--- src/hw/rtl/svc_pkg.sv ---
// Shared types and constants of the signed varint codec.
// No dependencies.
package svc_pkg;

  localparam logic DIR_ENCODE = 1'b0;
  localparam logic DIR_DECODE = 1'b1;

  localparam logic [7:0] SIGN_MASK  = 8'h80;
  localparam logic [7:0] CONT_FIRST = 8'h40;
  localparam logic [7:0] MAG_FIRST  = 8'h3F;
  localparam logic [7:0] MAG_NEXT   = 8'h7F;

  localparam int QDEPTH = 4;
  localparam int QAW    = $clog2(QDEPTH);

  localparam logic [2:0] POS_FIRST = 3'd0;
  localparam logic [2:0] POS_LAST  = 3'd4;

  typedef struct packed {
    logic signed [31:0] number_in;
    logic [7:0]         byte_in;
  } in_word_t;

  typedef struct packed {
    logic [7:0]         byte_out;
    logic               last_byte;
    logic signed [31:0] number_out;
    logic               number_valid;
  } out_word_t;

  typedef struct packed {
    logic        dir;
    logic        sign;
    logic [2:0]  nbytes;
    logic [31:0] data;
  } cmd_t;

endpackage

--- src/hw/rtl/signed_varint_codec.sv ---
// Signed varint codec top level: front end, command queue, back end.
// Depends on svc_pkg, svc_front, svc_fifo, svc_back.
//
// Encodes signed 32-bit numbers into one to five sign-magnitude varint bytes,
// or decodes such bytes back into numbers, as chosen by the direction register
// (write it only while the codec is idle; a write drops any partial number).
// Numbers and bytes are pushed into a four-deep command queue; results leave
// through a one-word output register. The back end byte emitter sends the one
// to five bytes of a number in turn, held while the result word is not popped.
// Decoding gives one result word per byte, with number_valid set on the byte
// that completes a number.
module signed_varint_codec (
  input  logic               clk,
  input  logic               rst,
  input  logic               push,
  output logic               full,
  input  svc_pkg::in_word_t  item,
  output logic               empty,
  input  logic               pop,
  output svc_pkg::out_word_t result,
  input  logic               cfg_we,
  input  logic               cfg_wdata
);
  import svc_pkg::*;

  logic q_full;
  logic q_empty;
  logic q_push;
  logic q_pop;
  cmd_t front_cmd;
  cmd_t back_cmd;

  svc_front u_front (
    .clk       (clk),
    .rst       (rst),
    .push      (push),
    .full      (full),
    .item      (item),
    .cfg_we    (cfg_we),
    .cfg_wdata (cfg_wdata),
    .q_full    (q_full),
    .q_push    (q_push),
    .q_cmd     (front_cmd)
  );

  svc_fifo u_fifo (
    .clk     (clk),
    .rst     (rst),
    .wr      (q_push),
    .wdata   (front_cmd),
    .q_full  (q_full),
    .rd      (q_pop),
    .rdata   (back_cmd),
    .q_empty (q_empty)
  );

  svc_back u_back (
    .clk     (clk),
    .rst     (rst),
    .cfg_we  (cfg_we),
    .q_empty (q_empty),
    .q_cmd   (back_cmd),
    .q_pop   (q_pop),
    .empty   (empty),
    .pop     (pop),
    .result  (result)
  );

endmodule

--- src/hw/rtl/svc_front.sv ---
// Front end: direction register, input acceptance and classification.
// Depends on svc_pkg.
module svc_front (
  input  logic             clk,
  input  logic             rst,
  input  logic             push,
  output logic             full,
  input  svc_pkg::in_word_t item,
  input  logic             cfg_we,
  input  logic             cfg_wdata,
  input  logic             q_full,
  output logic             q_push,
  output svc_pkg::cmd_t    q_cmd
);
  import svc_pkg::*;

  logic        direction;
  logic [31:0] raw;
  logic [31:0] mag;

  always_ff @(posedge clk) begin
    if (rst) begin
      direction <= DIR_ENCODE;
    end else if (cfg_we) begin
      direction <= cfg_wdata;
    end
  end

  assign full   = q_full;
  assign q_push = push && !q_full;
  assign raw    = item.number_in;
  assign mag    = raw[31] ? (32'd0 - raw) : raw;

  always_comb begin
    q_cmd     = '0;
    q_cmd.dir = direction;
    if (direction == DIR_DECODE) begin
      q_cmd.data = {24'd0, item.byte_in};
    end else begin
      q_cmd.data = mag;
      q_cmd.sign = raw[31] || (raw == 32'd0);
      if (mag[31:27] != '0) begin
        q_cmd.nbytes = 3'd5;
      end else if (mag[26:20] != '0) begin
        q_cmd.nbytes = 3'd4;
      end else if (mag[19:13] != '0) begin
        q_cmd.nbytes = 3'd3;
      end else if (mag[12:6] != '0) begin
        q_cmd.nbytes = 3'd2;
      end else begin
        q_cmd.nbytes = 3'd1;
      end
    end
  end

endmodule

--- src/hw/rtl/svc_fifo.sv ---
// Short command queue between front and back end.
// Depends on svc_pkg.
module svc_fifo (
  input  logic          clk,
  input  logic          rst,
  input  logic          wr,
  input  svc_pkg::cmd_t wdata,
  output logic          q_full,
  input  logic          rd,
  output svc_pkg::cmd_t rdata,
  output logic          q_empty
);
  import svc_pkg::*;

  cmd_t           slots [QDEPTH];
  logic [QAW-1:0] wptr;
  logic [QAW-1:0] rptr;
  logic [QAW:0]   count;
  logic           do_wr;
  logic           do_rd;

  assign q_full  = (count == (QAW+1)'(QDEPTH));
  assign q_empty = (count == '0);
  assign do_wr   = wr && !q_full;
  assign do_rd   = rd && !q_empty;
  assign rdata   = slots[rptr];

  always_ff @(posedge clk) begin
    if (do_wr) begin
      slots[wptr] <= wdata;
    end
  end

  always_ff @(posedge clk) begin
    if (rst) begin
      wptr  <= '0;
      rptr  <= '0;
      count <= '0;
    end else begin
      if (do_wr) begin
        wptr <= wptr + 1'b1;
      end
      if (do_rd) begin
        rptr <= rptr + 1'b1;
      end
      if (do_wr && !do_rd) begin
        count <= count + 1'b1;
      end else if (do_rd && !do_wr) begin
        count <= count - 1'b1;
      end
    end
  end

endmodule

--- src/hw/rtl/svc_back.sv ---
// Back end: byte emitter, decode accumulator and result register.
// Depends on svc_pkg.
module svc_back (
  input  logic               clk,
  input  logic               rst,
  input  logic               cfg_we,
  input  logic               q_empty,
  input  svc_pkg::cmd_t      q_cmd,
  output logic               q_pop,
  output logic               empty,
  input  logic               pop,
  output svc_pkg::out_word_t result
);
  import svc_pkg::*;

  logic        out_valid;
  out_word_t   out_reg;
  out_word_t   out_next;
  logic        busy;
  logic [2:0]  remain;
  logic [25:0] shreg;
  logic [31:0] acc;
  logic [31:0] acc_next;
  logic [2:0]  pos;
  logic        neg;
  logic        neg_eff;
  logic        done;
  logic [7:0]  b;
  logic [31:0] grp;
  logic        load_ok;
  logic        more;

  assign load_ok = !out_valid || pop;
  assign q_pop   = load_ok && !busy && !q_empty;
  assign empty   = !out_valid;
  assign result  = out_reg;
  assign b       = q_cmd.data[7:0];
  assign more    = remain > 3'd1;

  always_comb begin
    grp = '0;
    case (pos)
      3'd1:    grp = {25'd0, b[6:0]} << 6;
      3'd2:    grp = {25'd0, b[6:0]} << 13;
      3'd3:    grp = {25'd0, b[6:0]} << 20;
      default: grp = {25'd0, b[6:0]} << 27;
    endcase
    if (pos == POS_FIRST) begin
      acc_next = {26'd0, b[5:0]};
      neg_eff  = b[7];
      done     = !b[6];
    end else begin
      acc_next = acc | grp;
      neg_eff  = neg;
      done     = !b[7] || (pos >= POS_LAST);
    end
  end

  always_comb begin
    out_next = '0;
    if (busy) begin
      out_next.byte_out  = (more ? SIGN_MASK : 8'd0) | ({2'd0, shreg[5:0]} & MAG_NEXT)
                           | {1'b0, shreg[6], 6'd0};
      out_next.last_byte = !more;
    end else if (q_cmd.dir == DIR_ENCODE) begin
      out_next.byte_out  = (q_cmd.sign ? SIGN_MASK : 8'd0)
                           | ((q_cmd.nbytes != 3'd1) ? CONT_FIRST : 8'd0)
                           | (q_cmd.data[7:0] & MAG_FIRST);
      out_next.last_byte = (q_cmd.nbytes == 3'd1);
    end else if (done) begin
      out_next.number_out   = neg_eff ? (32'd0 - acc_next) : acc_next;
      out_next.number_valid = 1'b1;
    end
  end

  always_ff @(posedge clk) begin
    if (load_ok && (busy || q_pop)) begin
      out_reg <= out_next;
    end
    if (busy && load_ok) begin
      shreg <= shreg >> 7;
    end else if (q_pop) begin
      shreg <= q_cmd.data[31:6];
    end
  end

  always_ff @(posedge clk) begin
    if (rst) begin
      out_valid <= 1'b0;
      busy      <= 1'b0;
      remain    <= '0;
      acc       <= '0;
      pos       <= POS_FIRST;
      neg       <= 1'b0;
    end else begin
      if (load_ok) begin
        out_valid <= busy || q_pop;
      end
      if (busy && load_ok) begin
        remain <= remain - 1'b1;
        busy   <= more;
      end else if (q_pop && (q_cmd.dir == DIR_ENCODE)) begin
        remain <= q_cmd.nbytes - 1'b1;
        busy   <= (q_cmd.nbytes != 3'd1);
      end
      if (cfg_we) begin
        acc <= '0;
        pos <= POS_FIRST;
        neg <= 1'b0;
      end else if (q_pop && (q_cmd.dir == DIR_DECODE)) begin
        if (done) begin
          acc <= '0;
          pos <= POS_FIRST;
          neg <= 1'b0;
        end else begin
          acc <= acc_next;
          pos <= pos + 1'b1;
          neg <= neg_eff;
        end
      end
    end
  end

endmodule

--- config.mk ---
export PLATFORM = sky130hd
export DESIGN_NAME = signed_varint_codec
export DESIGN_NICKNAME = d
export VERILOG_FILES = /design/src/hw/rtl/svc_pkg.sv /design/src/hw/rtl/signed_varint_codec.sv /design/src/hw/rtl/svc_front.sv /design/src/hw/rtl/svc_fifo.sv /design/src/hw/rtl/svc_back.sv
export SDC_FILE = /design/constraint.sdc
export NUM_CORES = 1
export LEC_CHECK = 0
export BUFFER_PORTS_ARGS = -buffer_cell sky130_fd_sc_hd__buf_2
export CORE_ASPECT_RATIO = 2
export CORE_UTILIZATION = 25
export DETAILED_ROUTE_END_ITERATION = 7
export PLACE_DENSITY_LB_ADDON = 0.08
export SYNTH_ARGS = -nofsm -noshare
export SYNTH_HDL_FRONTEND = slang
export SYNTH_SLANG_ARGS = --single-unit
export TNS_END_PERCENT = 30
--- constraint.sdc ---
create_clock -name clk -period 9.15 [get_ports clk]
set_input_delay 1.83 -clock clk [delete_from_list [all_inputs] [get_ports clk]]
set_output_delay 1.83 -clock clk [all_outputs]
set_load 0.01 [all_outputs]
==> results.md, run 1 <==
* Status: finished, final reports clean
* CTS tree: yes
* Mean Syn Cell Area at 12.1 um^2
* Nets at 1175
* Reg power frac at 40.7%
* GRT overflow at 0
* Worst Path Required at 9.44 ns
* Cell count after synthesis at around 1000
* Critical R2R Capture: u_back.result[32]
* Post-layout util at 29.4%
* GRT Overall Usage at 14.5%
* CP arrival at a little under 5 ns
* Die width at 161 um
* Final ANT Viol Nets at 0
* Area delta synth->final at 16.4%
* Layout cells sized above 1 at between 20% and 30%
* Drt total wl at 37.0 mm
* Slew HR at between 20% and 30%
* Yosys top cell area share at 49.7%
* CTS-repair resized insts at 0
* Most frequent cells in the layout: edfxtp_1, nor2_1, buf_2
* Syn. warnings at 0
* Crit. Startpoint: item[23]
* Routed via count at 8327
* Seq/Total Area, Yosys at between 50% and 60%
* Slowest cell on crit path: nor4b_2
* DR pass1 iterations at 5
* Path category of the worst min-delay check: flip-flop to flip-flop
* I/O Buffers at 89
* Crit Path Class: primary input to flip-flop
* Max cap viols at 0
* Max VDD drop at 0.120 mV
* Cell Chain, Critical Path: buf_2 > or3_1 > nor4b_2 > nand4_1 > mux2_2 > a32oi_1 > a21oi_1 > nand2_1 > a211oi_1
* CTS Hold Buffers Added at 0
* TritonCTS Buffers at 27
* Reg2reg path depth at 9
* Root Buffer: clkbuf_16
* Final max-slew violation count at 0
* Vias per cell at 4.68
* Internal power at around 2.9 mW
* Unrepaired setup endpoints after global routing: no
* H-tree levels at 1
* Leak at 5.04 nW
* Worst setup SP type: primary input
* Routed length per instance at 20.8 um
* DRC Markers at 0
* Postcts setup bufs at 0
* CP Capture Type: flip-flop
* Initial antenna violation count at 0
* Largest buffer count on any clock path at 3
* Worst-skew pair later-pin latency at 0.55 ns
* Largest net degree at the start of global routing at 55
* Vias in the first global route at about 8500
* EDFF count, synth at 209
* Endpoints failing setup at 0
* Final non-filler cell total at about 1800
* Post-synth net total at 1109
* CP max FO at 8
* Tcrit/Tclk final at 50.5%
* Mapped cell area at roughly 13000 um^2
* Combinational share of power at between 30% and 40%
* Layout filler cell count at between 5000 and 6000
* Setup Skew at approximately 0.013 ns
* I/O pins at 90
* Worst-margin pin slew at 1.11 ns
* Sw Share at 34.2%
* Area contributors post-synth: edfxtp_1, dfxtp_1, mux4_2
* Multi-input gate area at 4830 um^2
* Commonest non-fill, non-tap cell in the layout: edfxtp_1
* CP max stage delay at 0.75 ns
* Async S/R FF share, synth at 0%
* Die ar. at 51400 um^2
* Initial DRC count at 368
* Pwr Density at 297 nW/um^2
* Final GP Congestion at 0.784
* Critical Path Sink: u_fifo.slots[0][33]
* Net Sw Power at 1.49 mW
* Primary FF master, synth: edfxtp_1
* Yosys reg bits at 267
* Clk sinks at 267
* Reg2reg setup slack at 4.84 ns
* Die height at 320 um
* ANT cells at 0
* Placed insts at 1732
* Clock-pin slew on the worst setup and hold paths at 0.06 ns
* Starting Density at 25.3%
* Distinct cells, synth at 67
* FF/Latch Area at roughly 7400 um^2
* DP Wirelength at 26.1 mm
* Clock share of power at 27.5%
* First-pass GRT wire length at 55.0 mm
* Post-Place Setup Slack at about 4 ns
* Core area at 49900 um^2
* Highest Clock Rate at between 200 and 250 MHz
* Setup_tns at 0 ns
* Final Critical Period at 4.62 ns
* Yosys top cell by area: edfxtp_1
* Setup slack after layout at approximately 4.5 ns
* Number of hold violations in the final report at 0
* Row Count at 116
[Yosys cell counts, types with 8 or more instances]
library cell / n
a22oi_1: 13
xnor2_1: 16
a21oi_1: 71
ha_1: 16
xor2_1: 47
and2_1: 10
edfxtp_1: 209
clkbuf_1: 57
nor2_1: 136
mux2i_1: 17
mux4_2: 36
a31oi_1: 10
o31ai_1: 12
dfxtp_1: 58
inv_1: 23
buf_1: 8
nand2_1: 77
nor3_1: 35
o21ai_0: 36
mux2_2: 20
nand3_1: 18
nand4_1: 9
[logic make-up after synthesis]
logic type | synth area share, %
DFF | 58.9
xor gates and xnor gates | 4.37
and+or+nand+nor | 12.7
adders and majority gates | 1.75
buffers and inverters | 2.88
AOI/OAI and AO/OA | 9.83
muxes | 9.56
[flip-flops by register name (all words and copies together) (netlist names), named ones only]
name,cells
u_back.acc,32
u_back.busy,1
u_back.neg,1
u_back.out_valid,1
u_back.pos,3
u_back.remain,3
u_back.result,42
u_back.shreg,26
u_fifo.count,3
u_fifo.rptr,2
u_fifo.slots,148
u_fifo.wptr,2
u_front.direction,1
[metal layers]
layer	global-route usage (%)	up-vias	wire length, um
met5	0	-	0
met4	5.87	0	1330
met3	1.26	49	1030
met2	29.9	183	22000
met1	14.2	4087	12600
li1	-	4008	-
[critical path, delay by kind of cell]
kind            cells  cell delay, ns
buf+inv             1            0.13
compound gates      3            0.93
mux                 1            0.32
simple gates        4            1.70
[power groups by stage]
stage,logic [mW],registers (mW),clock network [mW]
6_report,1.39,1.78,1.20
5_1_grt,1.53,1.81,1.28
4_1_cts,1.44,1.79,1.25
3_5_place_dp,1.44,1.82,0
3_3_place_gp,1.44,1.81,0
2_1_floorplan,0.899,1.81,0
[stage by stage]
step | instance area [um^2] | hold slack [ns] | power, mW
2_1_floorplan | 12600 | 0.432 | 2.70
3_3_place_gp | 13700 | 0.440 | 3.25
3_5_place_dp | 13700 | 0.447 | 3.26
4_1_cts | 14700 | 0.456 | 4.48
5_1_grt | 14700 | 0.478 | 4.63
6_report | 14700 | 0.455 | 4.37
[worst min path at each step]
stage	from	to	cells after the start
3_5_place_dp	u_back.acc[28]	u_back.acc[28]	2
4_1_cts	u_back.acc[28]	u_back.acc[28]	2
2_1_floorplan	u_back.acc[23]	u_back.acc[23]	2
3_3_place_gp	u_back.acc[23]	u_back.acc[23]	2
5_1_grt	u_back.acc[29]	u_back.acc[29]	2
6_report	u_back.acc[28]	u_back.acc[28]	2
[layout make-up]
class / count / area share, %
Timing Repair Buffer: 106 / 3.90
Sequential cell: 267 / 50.7
Multi-Input combinational cell: 687 / 32.9
Tap cell: 649 / 5.53
Inverter: 23 / 0.588
Clock inverter: 17 / 1.66
Clock buffer: 32 / 4.73
Power figures use the tool's default switching activity.
==> run 2: changes to the inputs <==
==> constraint.sdc (replaced) <==
create_clock -name clk -period 4.59 [get_ports clk]
set_input_delay 0.918 -clock clk [delete_from_list [all_inputs] [get_ports clk]]
set_output_delay 0.918 -clock clk [all_outputs]
set_load 0.01 [all_outputs]
==> run 2 against run 1 <==
  * Worst hold slack improved by 0.0078 ns
  * Clock-buffer cell count increased by 2
  * Sequential power increased by 98%
  * Utilization increased by 0.058 points
  * Critical path type is now flip-flop to flip-flop
  * Largest power group unchanged
  * Sequential share of layout area decreased by 0.099 points
  * Critical path depth increased by 2
  * Power increased by 97%
  * Flip-flop and latch count unchanged
==> results.md, run 2 (synthesis results as in run 1) <==
* CP max FO at 10 (+2)
* Max reg flops at 148 (unchanged)
* Endpoints failing setup at 0 (unchanged)
* Combinational share of power at 33.0% (+1.3 points)
* H-tree levels at 1 (unchanged)
* Row Count at 116 (unchanged)
* Internal power at 5.65 mW (+97%)
* Path category of the worst min-delay check: flip-flop to flip-flop
* TritonCTS Buffers at 27 (unchanged)
* Critical path's top delay family: simple AND/OR/NAND/NOR gates
* Status: finished, final reports clean
* Stages on worst setup path at 11 (+2)
* ANT cells at 0 (unchanged)
* Root Buffer: clkbuf_16
* Sw Share at 34.3% (+0.092 points)
* GRT Overall Usage at 14.8% (+0.36 points)
* Critical R2R Capture: u_back.result[27]
* First-pass GRT wire length at 56.6 mm (+2.9%)
* Post-Place Setup Slack at 0.538 ns (-3.44 ns)
* CP arrival at 3.80 ns (-1.11 ns)
* Largest net degree at the start of global routing at 46 (-16%)
* Routed length per instance at 21.1 um (+1.7%)
* CP most frequent cell: ha_1
* Worst Path Required at 4.86 ns (-4.58 ns)
* Highest Clock Rate at roughly 280 MHz
* Net Sw Power at 2.95 mW (+97%)
* Die width at 161 um (unchanged)
* Setup_tns at 0 ns (unchanged)
* Final max-slew violation count at 0 (unchanged)
* Layout filler cell count at 5193 (-0.17%)
* Clock-pin slew on the worst setup and hold paths at 0.07 ns (about the same)
* DRC Markers at 0 (unchanged)
* Cell Chain, Critical Path: inv_1 > ha_1 > nor2b_2 > mux2i_1 > ha_1 > and2_1 > and4_1 > nor3b_4 > a41oi_1 > xor2_1 > nor2_1
* Reg2reg setup slack at 1.06 ns (-3.78 ns)
* Number of hold violations in the final report at 0 (unchanged)
* Vias in the first global route at 8806 (+4.1%)
* Layout cells sized above 1 at 20.9% (+0.40 points)
* Reg power frac at 41.1% (+0.4 points)
* Setup slack after layout at 1.06 ns (-3.46 ns)
* Worst-margin pin slew at 1.07 ns (-0.0390 ns)
* Crit Path Class: flip-flop to flip-flop
* Leak at 5.09 nW (+0.86%)
* Unrepaired setup endpoints after global routing: no
* DR pass1 iterations at 5 (unchanged)
* Drt total wl at 37.9 mm (+2.4%)
* Die ar. at 51400 um^2 (unchanged)
* Nets at 1190 (+1.3%)
* Pwr Density at 585 nW/um^2 (+97%)
* Die height at 320 um (unchanged)
* Vias per cell at 4.68 (+0.14%)
* Max cap viols at 0 (unchanged)
* Clk sinks at 267 (unchanged)
* Most frequent cells in the layout: edfxtp_1, nor2_1, buf_2
* Initial DRC count at 357 (-3.0%)
* Largest buffer count on any clock path at 3 (unchanged)
* CTS-repair resized insts at 0 (unchanged)
* CP Capture Type: flip-flop
* CTS tree: yes
* I/O pins at 90 (unchanged)
* CP max stage delay at 0.60 ns (-0.15 ns)
* Slowest cell on crit path: nor2b_2
* CTS Hold Buffers Added at 0 (unchanged)
* Final GP Congestion at 0.795 (+1.4%)
* Core area at 49900 um^2 (unchanged)
* Final Critical Period at 3.53 ns
* GRT overflow at 0 (unchanged)
* Critical path buffers and inverters at 1 (unchanged)
* Clock share of power at 25.9% (-1.6 points)
* Reg2reg path depth at 11 (+2)
* Critical Path Sink: u_back.result[27]
* Routed via count at 8395 (+0.82%)
* Crit. Startpoint: u_back.pos[1]
* Max VDD drop at 0.236 mV (+96%)
* Final ANT Viol Nets at 0 (unchanged)
* DP Wirelength at 27.8 mm (+6.4%)
* Largest Register: u_fifo.slots
* Commonest non-fill, non-tap cell in the layout: edfxtp_1
* Worst-skew pair later-pin latency at 0.54 ns (about the same)
* Starting Density at 25.3% (unchanged)
* Initial antenna violation count at 0 (unchanged)
* Area delta synth->final at 16.6%
* Worst setup SP type: flip-flop
* Launch point of the worst reg-to-reg path: u_back.pos[1]
* Postcts setup bufs at 0 (unchanged)
* Slew HR at 28.3% (+2.6 points)
* I/O Buffers at 89 (unchanged)
* Setup Skew at 0.0122 ns (-0.00120 ns)
* Tcrit/Tclk final at about 77%
[run 2: cell types whose count changed in the layout (fill, tap and decap cells not counted), sizes merged]
| cell | change |
|---|---|
| buf | +15 |
| bufinv | -2 |
| clkbuf | +2 |
| clkinvlp | -3 |
[run 2: how the worst min path moves through the flow]
stage                              start        endpoint  slack, ns  cells after the start
after CTS                 u_back.acc[23]  u_back.acc[23]       0.46                      2
after global routing      u_back.acc[23]  u_back.acc[23]       0.47                      2
after detailed placement  u_back.acc[23]  u_back.acc[23]       0.45                      2
final                     u_back.acc[23]  u_back.acc[23]       0.46                      2
after floorplan           u_back.acc[23]  u_back.acc[23]       0.43                      2
after global placement    u_back.acc[23]  u_back.acc[23]       0.44                      2
[run 2: layout make-up]
cell class	count	area, um^2	area share (%)
flip-flops and latches	267	7440	50.6
clock inverters	12	159	1.08
clock buffers	34	702	4.77
well taps	649	812	5.52
repair buffers	121	686	4.66
multi-input cells	687	4820	32.8
inverters	23	86.3	0.587
[run 2: worst reg2reg max path, stage by stage, from the launching register on]
cell	delay (ns)
dfxtp_1	0.37
inv_1	0.10
ha_1	0.35
nor2b_2	0.60
mux2i_1	0.41
ha_1	0.21
and2_1	0.20
and4_1	0.28
nor3b_4	0.35
a41oi_1	0.18
xor2_1	0.16
nor2_1	0.05
[run 2: metal layers]
metal	up-vias	part of all wire, %	global-route usage (%)
li1	4034	-	-
met1	4141	35	14.3
met2	178	60	31.5
met3	42	2.5	1.39
met4	0	2.3	4.40
met5	-	0	0
[run 2: power groups by stage]
stage	combinational (mW)	clock (mW)	sequential, mW
floorplan	1.79	0	3.60
global placement	2.95	0	3.61
detailed placement	2.94	0	3.61
CTS	2.95	2.31	3.56
global route	3.14	2.39	3.59
finish	2.84	2.23	3.53
[run 2: metrics by stage]
| step | cell area [um^2] | power, mW | cells | hold WS, ns | utilization (%) |
|---|---|---|---|---|---|
| after global placement | 13800 | 6.56 | 1747 | 0.441 | 27.7 |
| after floorplan | 12600 | 5.39 | 1046 | 0.432 | - |
| after global routing | 14700 | 9.12 | 1793 | 0.468 | 29.5 |
| after detailed placement | 13800 | 6.55 | 1747 | 0.447 | 27.7 |
| after CTS | 14700 | 8.83 | 1793 | 0.458 | 29.5 |
| final | 14700 | 8.60 | 1793 | 0.463 | 29.5 |
